$ cat src/rtl/core/i2cm_pkg.sv
`timescale 1ns / 1ps
// ----------------------------------------------------------------------------
// i2cm_pkg
// Types, codes and segment tables shared by the register access master.
// ----------------------------------------------------------------------------
package i2cm_pkg;

	typedef enum logic [1:0] {
		CMD_TICK  = 2'd0,
		CMD_WRITE = 2'd1,
		CMD_READ  = 2'd2,
		CMD_RSVD  = 2'd3
	} cmd_t;

	// one-hot segment kinds of a bus transaction
	typedef enum logic [7:0] {
		SEG_START = 8'b0000_0001,
		SEG_AW    = 8'b0000_0010,
		SEG_REG   = 8'b0000_0100,
		SEG_DATA  = 8'b0000_1000,
		SEG_AR    = 8'b0001_0000,
		SEG_RBYTE = 8'b0010_0000,
		SEG_NACK  = 8'b0100_0000,
		SEG_STOP  = 8'b1000_0000
	} seg_kind_t;

	localparam int SEG_IDX_W = 3;
	localparam int OFF_W     = 5;

	localparam logic [SEG_IDX_W-1:0] LAST_SEG_WR = 3'd4;
	localparam logic [SEG_IDX_W-1:0] LAST_SEG_RD = 3'd7;

	// offsets inside a segment
	localparam logic [OFF_W-1:0] OFF_ACK     = 5'd16;
	localparam logic [OFF_W-1:0] OFF_RB_LAST = 5'd14;
	localparam logic [OFF_W-1:0] OFF_ZERO    = 5'd0;

	localparam logic [6:0] SLAVE_ADDR_RST = 7'd30;

	typedef struct packed {
		logic [1:0] cmd;
		logic [7:0] reg_addr;
		logic [7:0] wr_data;
		logic       sda_in;
	} req_t;

	typedef struct packed {
		logic       scl_level;
		logic       sda_level;
		logic       busy_res;
		logic       done_res;
		logic [7:0] rd_data;
		logic       nack_seen;
	} res_t;

	// segment order of a write and of a read transaction
	function automatic seg_kind_t seg_kind(input logic op_read, input logic [SEG_IDX_W-1:0] idx);
		seg_kind_t k;
		k = SEG_STOP;
		if (op_read) begin
			case (idx)
				3'd0: k = SEG_START;
				3'd1: k = SEG_AW;
				3'd2: k = SEG_REG;
				3'd3: k = SEG_START;
				3'd4: k = SEG_AR;
				3'd5: k = SEG_RBYTE;
				3'd6: k = SEG_NACK;
				default: k = SEG_STOP;
			endcase
		end else begin
			case (idx)
				3'd0: k = SEG_START;
				3'd1: k = SEG_AW;
				3'd2: k = SEG_REG;
				3'd3: k = SEG_DATA;
				default: k = SEG_STOP;
			endcase
		end
		return k;
	endfunction

	// offset of the final tick of a segment
	function automatic logic [OFF_W-1:0] seg_last_off(input seg_kind_t k);
		logic [OFF_W-1:0] r;
		case (k)
			SEG_AW, SEG_REG, SEG_DATA, SEG_AR: r = 5'd17;
			SEG_RBYTE:                         r = 5'd15;
			default:                           r = 5'd1;
		endcase
		return r;
	endfunction

endpackage

$ cat src/rtl/core/i2cm_engine.sv
`timescale 1ns / 1ps
// ----------------------------------------------------------------------------
// i2cm_engine
// Transaction state and per-tick bus logic; one tick is processed per advance.
// ----------------------------------------------------------------------------
module i2cm_engine (
	input  logic           clk,
	input  logic           arst_n,
	input  logic           adv,
	input  i2cm_pkg::req_t item,
	input  logic [6:0]     slave_addr,
	output i2cm_pkg::res_t result
);
	import i2cm_pkg::*;

	logic                 busy_q;
	logic                 rd_q;
	logic [SEG_IDX_W-1:0] seg_q;
	logic [OFF_W-1:0]     off_q;
	logic [7:0]           shift_q;
	logic [7:0]           lreg_q;
	logic [7:0]           ldata_q;
	logic [7:0]           rbyte_q;
	logic                 nack_q;

	logic                 start;
	logic                 active;
	logic                 op_read;
	logic [SEG_IDX_W-1:0] seg;
	logic [OFF_W-1:0]     off;
	logic [7:0]           lreg;
	logic [7:0]           ldata;
	seg_kind_t            kind;
	logic                 high;
	logic [7:0]           sh;
	logic [7:0]           sh_n;
	logic [7:0]           rbyte_n;
	logic                 nack_n;
	logic                 scl;
	logic                 sda;
	logic                 seg_end;
	logic                 last_seg;
	logic                 done;
	logic                 busy_n;
	logic [SEG_IDX_W-1:0] seg_n;
	logic [OFF_W-1:0]     off_n;

	always_comb begin
		start   = !busy_q && (item.cmd == CMD_WRITE || item.cmd == CMD_READ);
		active  = busy_q || start;
		op_read = start ? (item.cmd == CMD_READ) : rd_q;
		seg     = start ? '0 : seg_q;
		off     = start ? OFF_ZERO : off_q;
		lreg    = start ? item.reg_addr : lreg_q;
		ldata   = start ? item.wr_data : ldata_q;
		nack_n  = start ? 1'b0 : nack_q;
		kind    = seg_kind(op_read, seg);
		high    = !off[0];
		sh      = shift_q;
		sh_n    = shift_q;
		rbyte_n = rbyte_q;
		scl     = 1'b1;
		sda     = 1'b1;
		if (active) begin
			case (kind)
				SEG_START: begin
					sda = (off == OFF_ZERO);
				end
				SEG_STOP: begin
					sda = (off != OFF_ZERO);
				end
				SEG_NACK: begin
					scl = high;
				end
				SEG_RBYTE: begin
					sh   = (off == OFF_ZERO) ? 8'h00 : shift_q;
					sh_n = sh;
					scl  = high;
					if (high) begin
						sh_n = {sh[6:0], item.sda_in};
						if (off == OFF_RB_LAST) begin
							rbyte_n = sh_n;
						end
					end
				end
				default: begin
					// address, register and data bytes, msb first, then ack slot
					if (off == OFF_ZERO) begin
						case (kind)
							SEG_AW:   sh = {slave_addr, 1'b0};
							SEG_REG:  sh = lreg;
							SEG_DATA: sh = ldata;
							default:  sh = {slave_addr, 1'b1};
						endcase
					end
					sh_n = sh;
					scl  = high;
					if (off < OFF_ACK) begin
						sda = sh[7];
						if (!high) begin
							sh_n = {sh[6:0], 1'b0};
						end
					end else if (high && item.sda_in) begin
						nack_n = 1'b1;
					end
				end
			endcase
		end
		seg_end  = (off == seg_last_off(kind));
		last_seg = op_read ? (seg == LAST_SEG_RD) : (seg == LAST_SEG_WR);
		done     = active && last_seg && seg_end;
		busy_n   = active && !done;
		seg_n    = seg_end ? seg + SEG_IDX_W'(1) : seg;
		off_n    = seg_end ? OFF_ZERO : off + OFF_W'(1);
	end

	always_ff @(posedge clk or negedge arst_n) begin
		if (!arst_n) begin
			busy_q  <= 1'b0;
			rd_q    <= 1'b0;
			seg_q   <= '0;
			off_q   <= '0;
			rbyte_q <= 8'h00;
			nack_q  <= 1'b0;
		end else if (adv) begin
			busy_q  <= busy_n;
			rd_q    <= op_read;
			seg_q   <= seg_n;
			off_q   <= off_n;
			rbyte_q <= rbyte_n;
			nack_q  <= nack_n;
		end
	end

	always_ff @(posedge clk) begin
		if (adv) begin
			shift_q <= sh_n;
			lreg_q  <= lreg;
			ldata_q <= ldata;
		end
	end

	always_comb begin
		result.scl_level = scl;
		result.sda_level = sda;
		result.busy_res  = active;
		result.done_res  = done;
		result.rd_data   = rbyte_n;
		result.nack_seen = nack_n;
	end

	a_done_goes_idle: assert property (@(posedge clk) disable iff (!arst_n)
		adv && done |=> !busy_q)
		else $error("engine still busy after final tick");

	a_seg_in_range: assert property (@(posedge clk) disable iff (!arst_n)
		busy_q && !rd_q |-> seg_q <= LAST_SEG_WR)
		else $error("write transaction past its last segment");

	a_off_in_range: assert property (@(posedge clk) disable iff (!arst_n)
		busy_q |-> off_q <= seg_last_off(seg_kind(rd_q, seg_q)))
		else $error("offset beyond segment end");

	a_idle_tick_stays_idle: assert property (@(posedge clk) disable iff (!arst_n)
		adv && !busy_q && (item.cmd == CMD_TICK || item.cmd == CMD_RSVD) |=> !busy_q)
		else $error("transaction started without a request");

endmodule

$ cat src/rtl/core/i2c_master_register_access_unit.sv
`timescale 1ns / 1ps
// ----------------------------------------------------------------------------
// i2c_master_register_access_unit
// I2C master for single-register write and read, one bus half-period per item.
// ----------------------------------------------------------------------------
//  channel   signals                         direction
//  req       req_valid / req_ready / req     in, one bus tick with optional request
//  res       res_valid / res_ready / res     out, bus levels and status for that tick
//  cfg       cfg_we / cfg_wdata              in, 7-bit slave address
//
//  one item per cycle sustained while res is not stalled; a taken item reaches res through
//  the input register, then the result register after the engine logic
//  write transaction spans 58 items, read 78; requests while busy are ignored
//  reset clears engine state, read byte, nack flag; slave address resets to 30
//  a stalled res channel holds the result and back-pressures req one stage later
// ----------------------------------------------------------------------------
module i2c_master_register_access_unit (
	input  logic           clk,
	input  logic           arst_n,
	input  logic           req_valid,
	output logic           req_ready,
	input  i2cm_pkg::req_t req,
	output logic           res_valid,
	input  logic           res_ready,
	output i2cm_pkg::res_t res,
	input  logic           cfg_we,
	input  logic [6:0]     cfg_wdata
);
	import i2cm_pkg::*;

	req_t       req_s1;
	logic       v_s1;
	res_t       res_q;
	logic       res_valid_q;
	logic [6:0] slave_addr_q;
	res_t       eng_res;
	logic       adv;

	assign adv       = v_s1 && (!res_valid_q || res_ready);
	assign req_ready = !v_s1 || adv;
	assign res_valid = res_valid_q;
	assign res       = res_q;

	always_ff @(posedge clk or negedge arst_n) begin
		if (!arst_n) begin
			v_s1         <= 1'b0;
			res_valid_q  <= 1'b0;
			slave_addr_q <= SLAVE_ADDR_RST;
		end else begin
			if (req_valid && req_ready) begin
				v_s1 <= 1'b1;
			end else if (adv) begin
				v_s1 <= 1'b0;
			end
			if (adv) begin
				res_valid_q <= 1'b1;
			end else if (res_ready) begin
				res_valid_q <= 1'b0;
			end
			if (cfg_we) begin
				slave_addr_q <= cfg_wdata;
			end
		end
	end

	always_ff @(posedge clk) begin
		if (req_valid && req_ready) begin
			req_s1 <= req;
		end
		if (adv) begin
			res_q <= eng_res;
		end
	end

	i2cm_engine u_engine (
		.clk        (clk),
		.arst_n     (arst_n),
		.adv        (adv),
		.item       (req_s1),
		.slave_addr (slave_addr_q),
		.result     (eng_res)
	);

endmodule
$ cat config.mk
export PLATFORM = sky130hd
export DESIGN_NAME = i2c_master_register_access_unit
export DESIGN_NICKNAME = d
export VERILOG_FILES = /design/src/rtl/core/i2cm_pkg.sv /design/src/rtl/core/i2cm_engine.sv /design/src/rtl/core/i2c_master_register_access_unit.sv
export SDC_FILE = /design/constraint.sdc
export NUM_CORES = 1
export LEC_CHECK = 0
export BUFFER_PORTS_ARGS = -buffer_cell sky130_fd_sc_hd__buf_4
export CAP_MARGIN = 20
export CORE_AREA = 2 2 119 133
export DETAILED_ROUTE_END_ITERATION = 8
export DIE_AREA = 0 0 121 135
export SYNTH_ARGS = -nofsm -noshare
export SYNTH_HDL_FRONTEND = slang
export SYNTH_SLANG_ARGS = --single-unit
$ cat constraint.sdc
create_clock -name clk -period 5.8 [get_ports clk]
set_clock_uncertainty 0.15 [all_clocks]
set_input_delay 0.87 -clock clk [delete_from_list [all_inputs] [get_ports clk]]
set_output_delay 0.87 -clock clk [all_outputs]
set_load 0.03 [all_outputs]
==> impl_metrics.ini <==
[die]
core-area_um2 = 14900
die_w_um = 121
die_area_um2 = 16300
ios = 46
start_util_pct = 29.7
num_rows = 47
die_height_um = 135

[synthesis]
yosysTopAreaCell = edfxtp_1
synth_xor_area_share_pct = 0.567
synth_edf_count = 56
synth_simple_gate_area_share_pct = 16.9
ys_ff_latch = 84
yosysUniqueCellTypes = 72
synth_area_leaders = edfxtp_1 38%, dfrtp_1 14%, nand2_1 7.1%
synth_mux_area_share_pct = 4.22
synth_nets = 456
yosysSeqAreaShare_pct = 54.1
synth_fa_ha_area_share_pct = 2.83
syn-cell-area_um2 = 4410
synthFlopType = edfxtp_1
synthArstFlopShare_pct = 33.3
yosysWarnings = 0
synth_compound_area_share_pct = 17.4
synth_top_area_share_pct = 38.1
avgSynthCellArea_um2 = 10.6
synth_top_family_by_area = compound AO/OA/AOI/OAI gates
postSynthCellCount = 415

[route]
drtIter0Drc = 179
wl_um = 9760
drcViolationCount = 0
drtAntennaViolNets = 0
drt-pass1-iter-count = 5
met2_length_um = 4580
wl_per_cell_um = 15.0
viasPerCell = 5.05
num_vias = 3290
drt-met1-wl_um = 4270
met3_length_um = 558
top_layer = met4

[clocking]
cts_buffers = 9
cts.sinks = 84
clockBufferDepth = 2
clk_latency_ns = 0.34
cts.clk_slew.worst_paths_ns = 0.06
cts_root_buf = clkbuf_16
cts_setup_buffers = 0
cts_tree = done
cts.repair.resized = 0
cts.htree.levels = 3
cts_hold_buf = 0

[final_layout]
layout.nets = 491
final_cells = 651
layout-drive-gt1-share_pct = 20.4
antennaDiodeCount = 0
area_delta_synth_final_pct = 17.3
fin_area_um2 = 5180

[grt]
grt-ovfl-total = 0
antenna_found_initial = 0
grt_max_degree = 36
grt_pass1_wl_um = 16000
globalRouteTotalUtil_pct = 12.5
grt_pass1_vias = 3174

[placement]
dp_hpwl_um = 7060
gp_congestion = 0.858
io_buffers = 45
dp_cells = 635
placed_area_um2 = 4900

[worst_setup_path]
path_max_fanout = 20
critical_path_arrival_ns = 3.92
path_delay_family = simple AND/OR/NAND/NOR gates
crit_path_end_kind = flip-flop
reg2reg_depth = 11
worst_path_max_delay_cell = or2_1
r2r_end = u_engine.shift_q[6]
critPathBufInv = 1
setup.worst_path.start_class = flip-flop
max_stage_delay_ns = 0.54
worstReg2RegStart = req_s1[18]
required_ns = 5.74
path_common_cell = ha_1
reg2reg_setup_slack_ns = 1.83
cp_cell_sequence = ha_1 -> or2_1 -> nand2_1 -> inv_1 -> ha_1 -> ha_1 -> nor4b_1 -> nand2_1 -> a311oi_1 -> nor3_1 -> a221o_1
path_class = reg2reg

[sta]
hold_viol_final = 0
post-route-min-period_ns = 3.97
rsz0062_at_grt = no
fmax_ghz = 0.252
setup_viol = 0
period_share_pct = 68.5
tightest_slew_ns = 0.997
timing.setup.tns_ns = 0
drv_slew = 0
slew_headroom_pct = 33.1

[min_path]
hold_path_class = in2async

[power]
ir_worst_vdd_v = 0.000162
power_density_nw_per_um2 = 360
p_leak_uw = 0.00203

[outcome]
status = complete, no violations

[job]
max_cap_violations = 0
-- through the flow --
step | util, % | hold slack [ns] | setup slack, ns | total power [uW]
2_1_floorplan | - | 0.317 | 2.12 | 1200
3_3_place_gp | 32.9 | 0.336 | 1.92 | 1320
3_5_place_dp | 32.9 | 0.346 | 1.79 | 1340
4_1_cts | 34.8 | 0.293 | 1.79 | 1890
5_1_grt | 34.8 | 0.316 | 1.52 | 1970
6_report | 34.8 | 0.289 | 1.83 | 1870
-- cell families after synthesis --
group	Yosys count
and+or+nand+nor	155
AOI/OAI and AO/OA	108
muxes	17
xor gates and xnor gates	2
adders and majority gates	10
DFF	84
buffers and inverters	39
-- report_power, final --
group	total [uW]	switching [uW]	internal [uW]	leakage, uW
sequential	801	64.1	737	0.000865
combinational	529	316	213	0.00103
clock	535	220	315	0.000136
-- how the worst max path moves through the flow --
stage,cells after the start,end,startpoint
6_report,11,u_engine.shift_q[6],req_s1[18]
3_5_place_dp,11,u_engine.shift_q[6],req_s1[18]
2_1_floorplan,13,u_engine.shift_q[6],req_s1[18]
5_1_grt,11,u_engine.shift_q[6],req_s1[18]
4_1_cts,11,u_engine.shift_q[6],req_s1[18]
3_3_place_gp,12,u_engine.shift_q[5],req_s1[17]
-- layer usage --
metal | vias up | GRT usage (%)
met5 | - | 0
met4 | 0 | 6.91
met3 | 25 | 3.13
met2 | 108 | 19.8
met1 | 1563 | 15.6
li1 | 1594 | -
-- cell usage in the layout, fill, tap and decap left out, types with 3 or more instances in the layout --
master	instances
a221o_1	4
clkbuf_1	4
nor3_1	10
nand2b_1	3
nand2_1	84
o21a_1	3
edfxtp_1	56
mux2_2	12
a22o_1	4
a21oi_1	14
a31oi_1	5
nand3_1	5
inv_1	11
nor2b_1	3
a211o_1	3
dfstp_2	4
and3_1	3
a311oi_1	3
o31ai_1	7
o21ai_1	5
nor2_1	20
dfrtp_1	24
buf_4	49
mux2i_1	4
and2_1	4
o21ai_0	30
a22oi_1	7
ha_1	10
clkbuf_16	10
nor3b_1	5
-- cell type report --
class | count | area, um2
clock buffers | 14 | 265
inverters | 14 | 52.6
clock inverters | 2 | 10.0
flip-flops and latches | 84 | 2390
well taps | 196 | 245
repair buffers | 49 | 368
fillers | 1474 | 9700
multi-input cells | 292 | 1850
-- flip-flops by register name, indices dropped and copies added, names as in the netlist, 3 cells and up --
name              count
slave_addr_q          7
u_engine.rbyte_q      8
u_engine.ldata_q      8
req_s1               19
u_engine.seg_q        3
u_engine.shift_q      8
u_engine.off_q        5
res                  13
u_engine.lreg_q       8
-- synthesized netlist by cell type (3+ instances only) --
cell type  instances
nand2_1           84
edfxtp_1          56
o21ai_0           30
dfrtp_1           24
nor2_1            20
a21oi_1           14
mux2_2            12
inv_1             11
buf_2             10
clkbuf_1          10
ha_1              10
nor3_1            10
a22oi_1            7
o31ai_1            7
a31oi_1            5
nand3_1            5
nor3b_1            5
o21ai_1            5
a221o_1            4
a22o_1             4
and2_1             4
dfstp_2            4
mux2i_1            4
a211o_1            3
a311oi_1           3
and3_1             3
buf_4              3
nand2b_1           3
nor2b_1            3
o21a_1             3
Note: power is estimated with default switching activity, not from simulation.
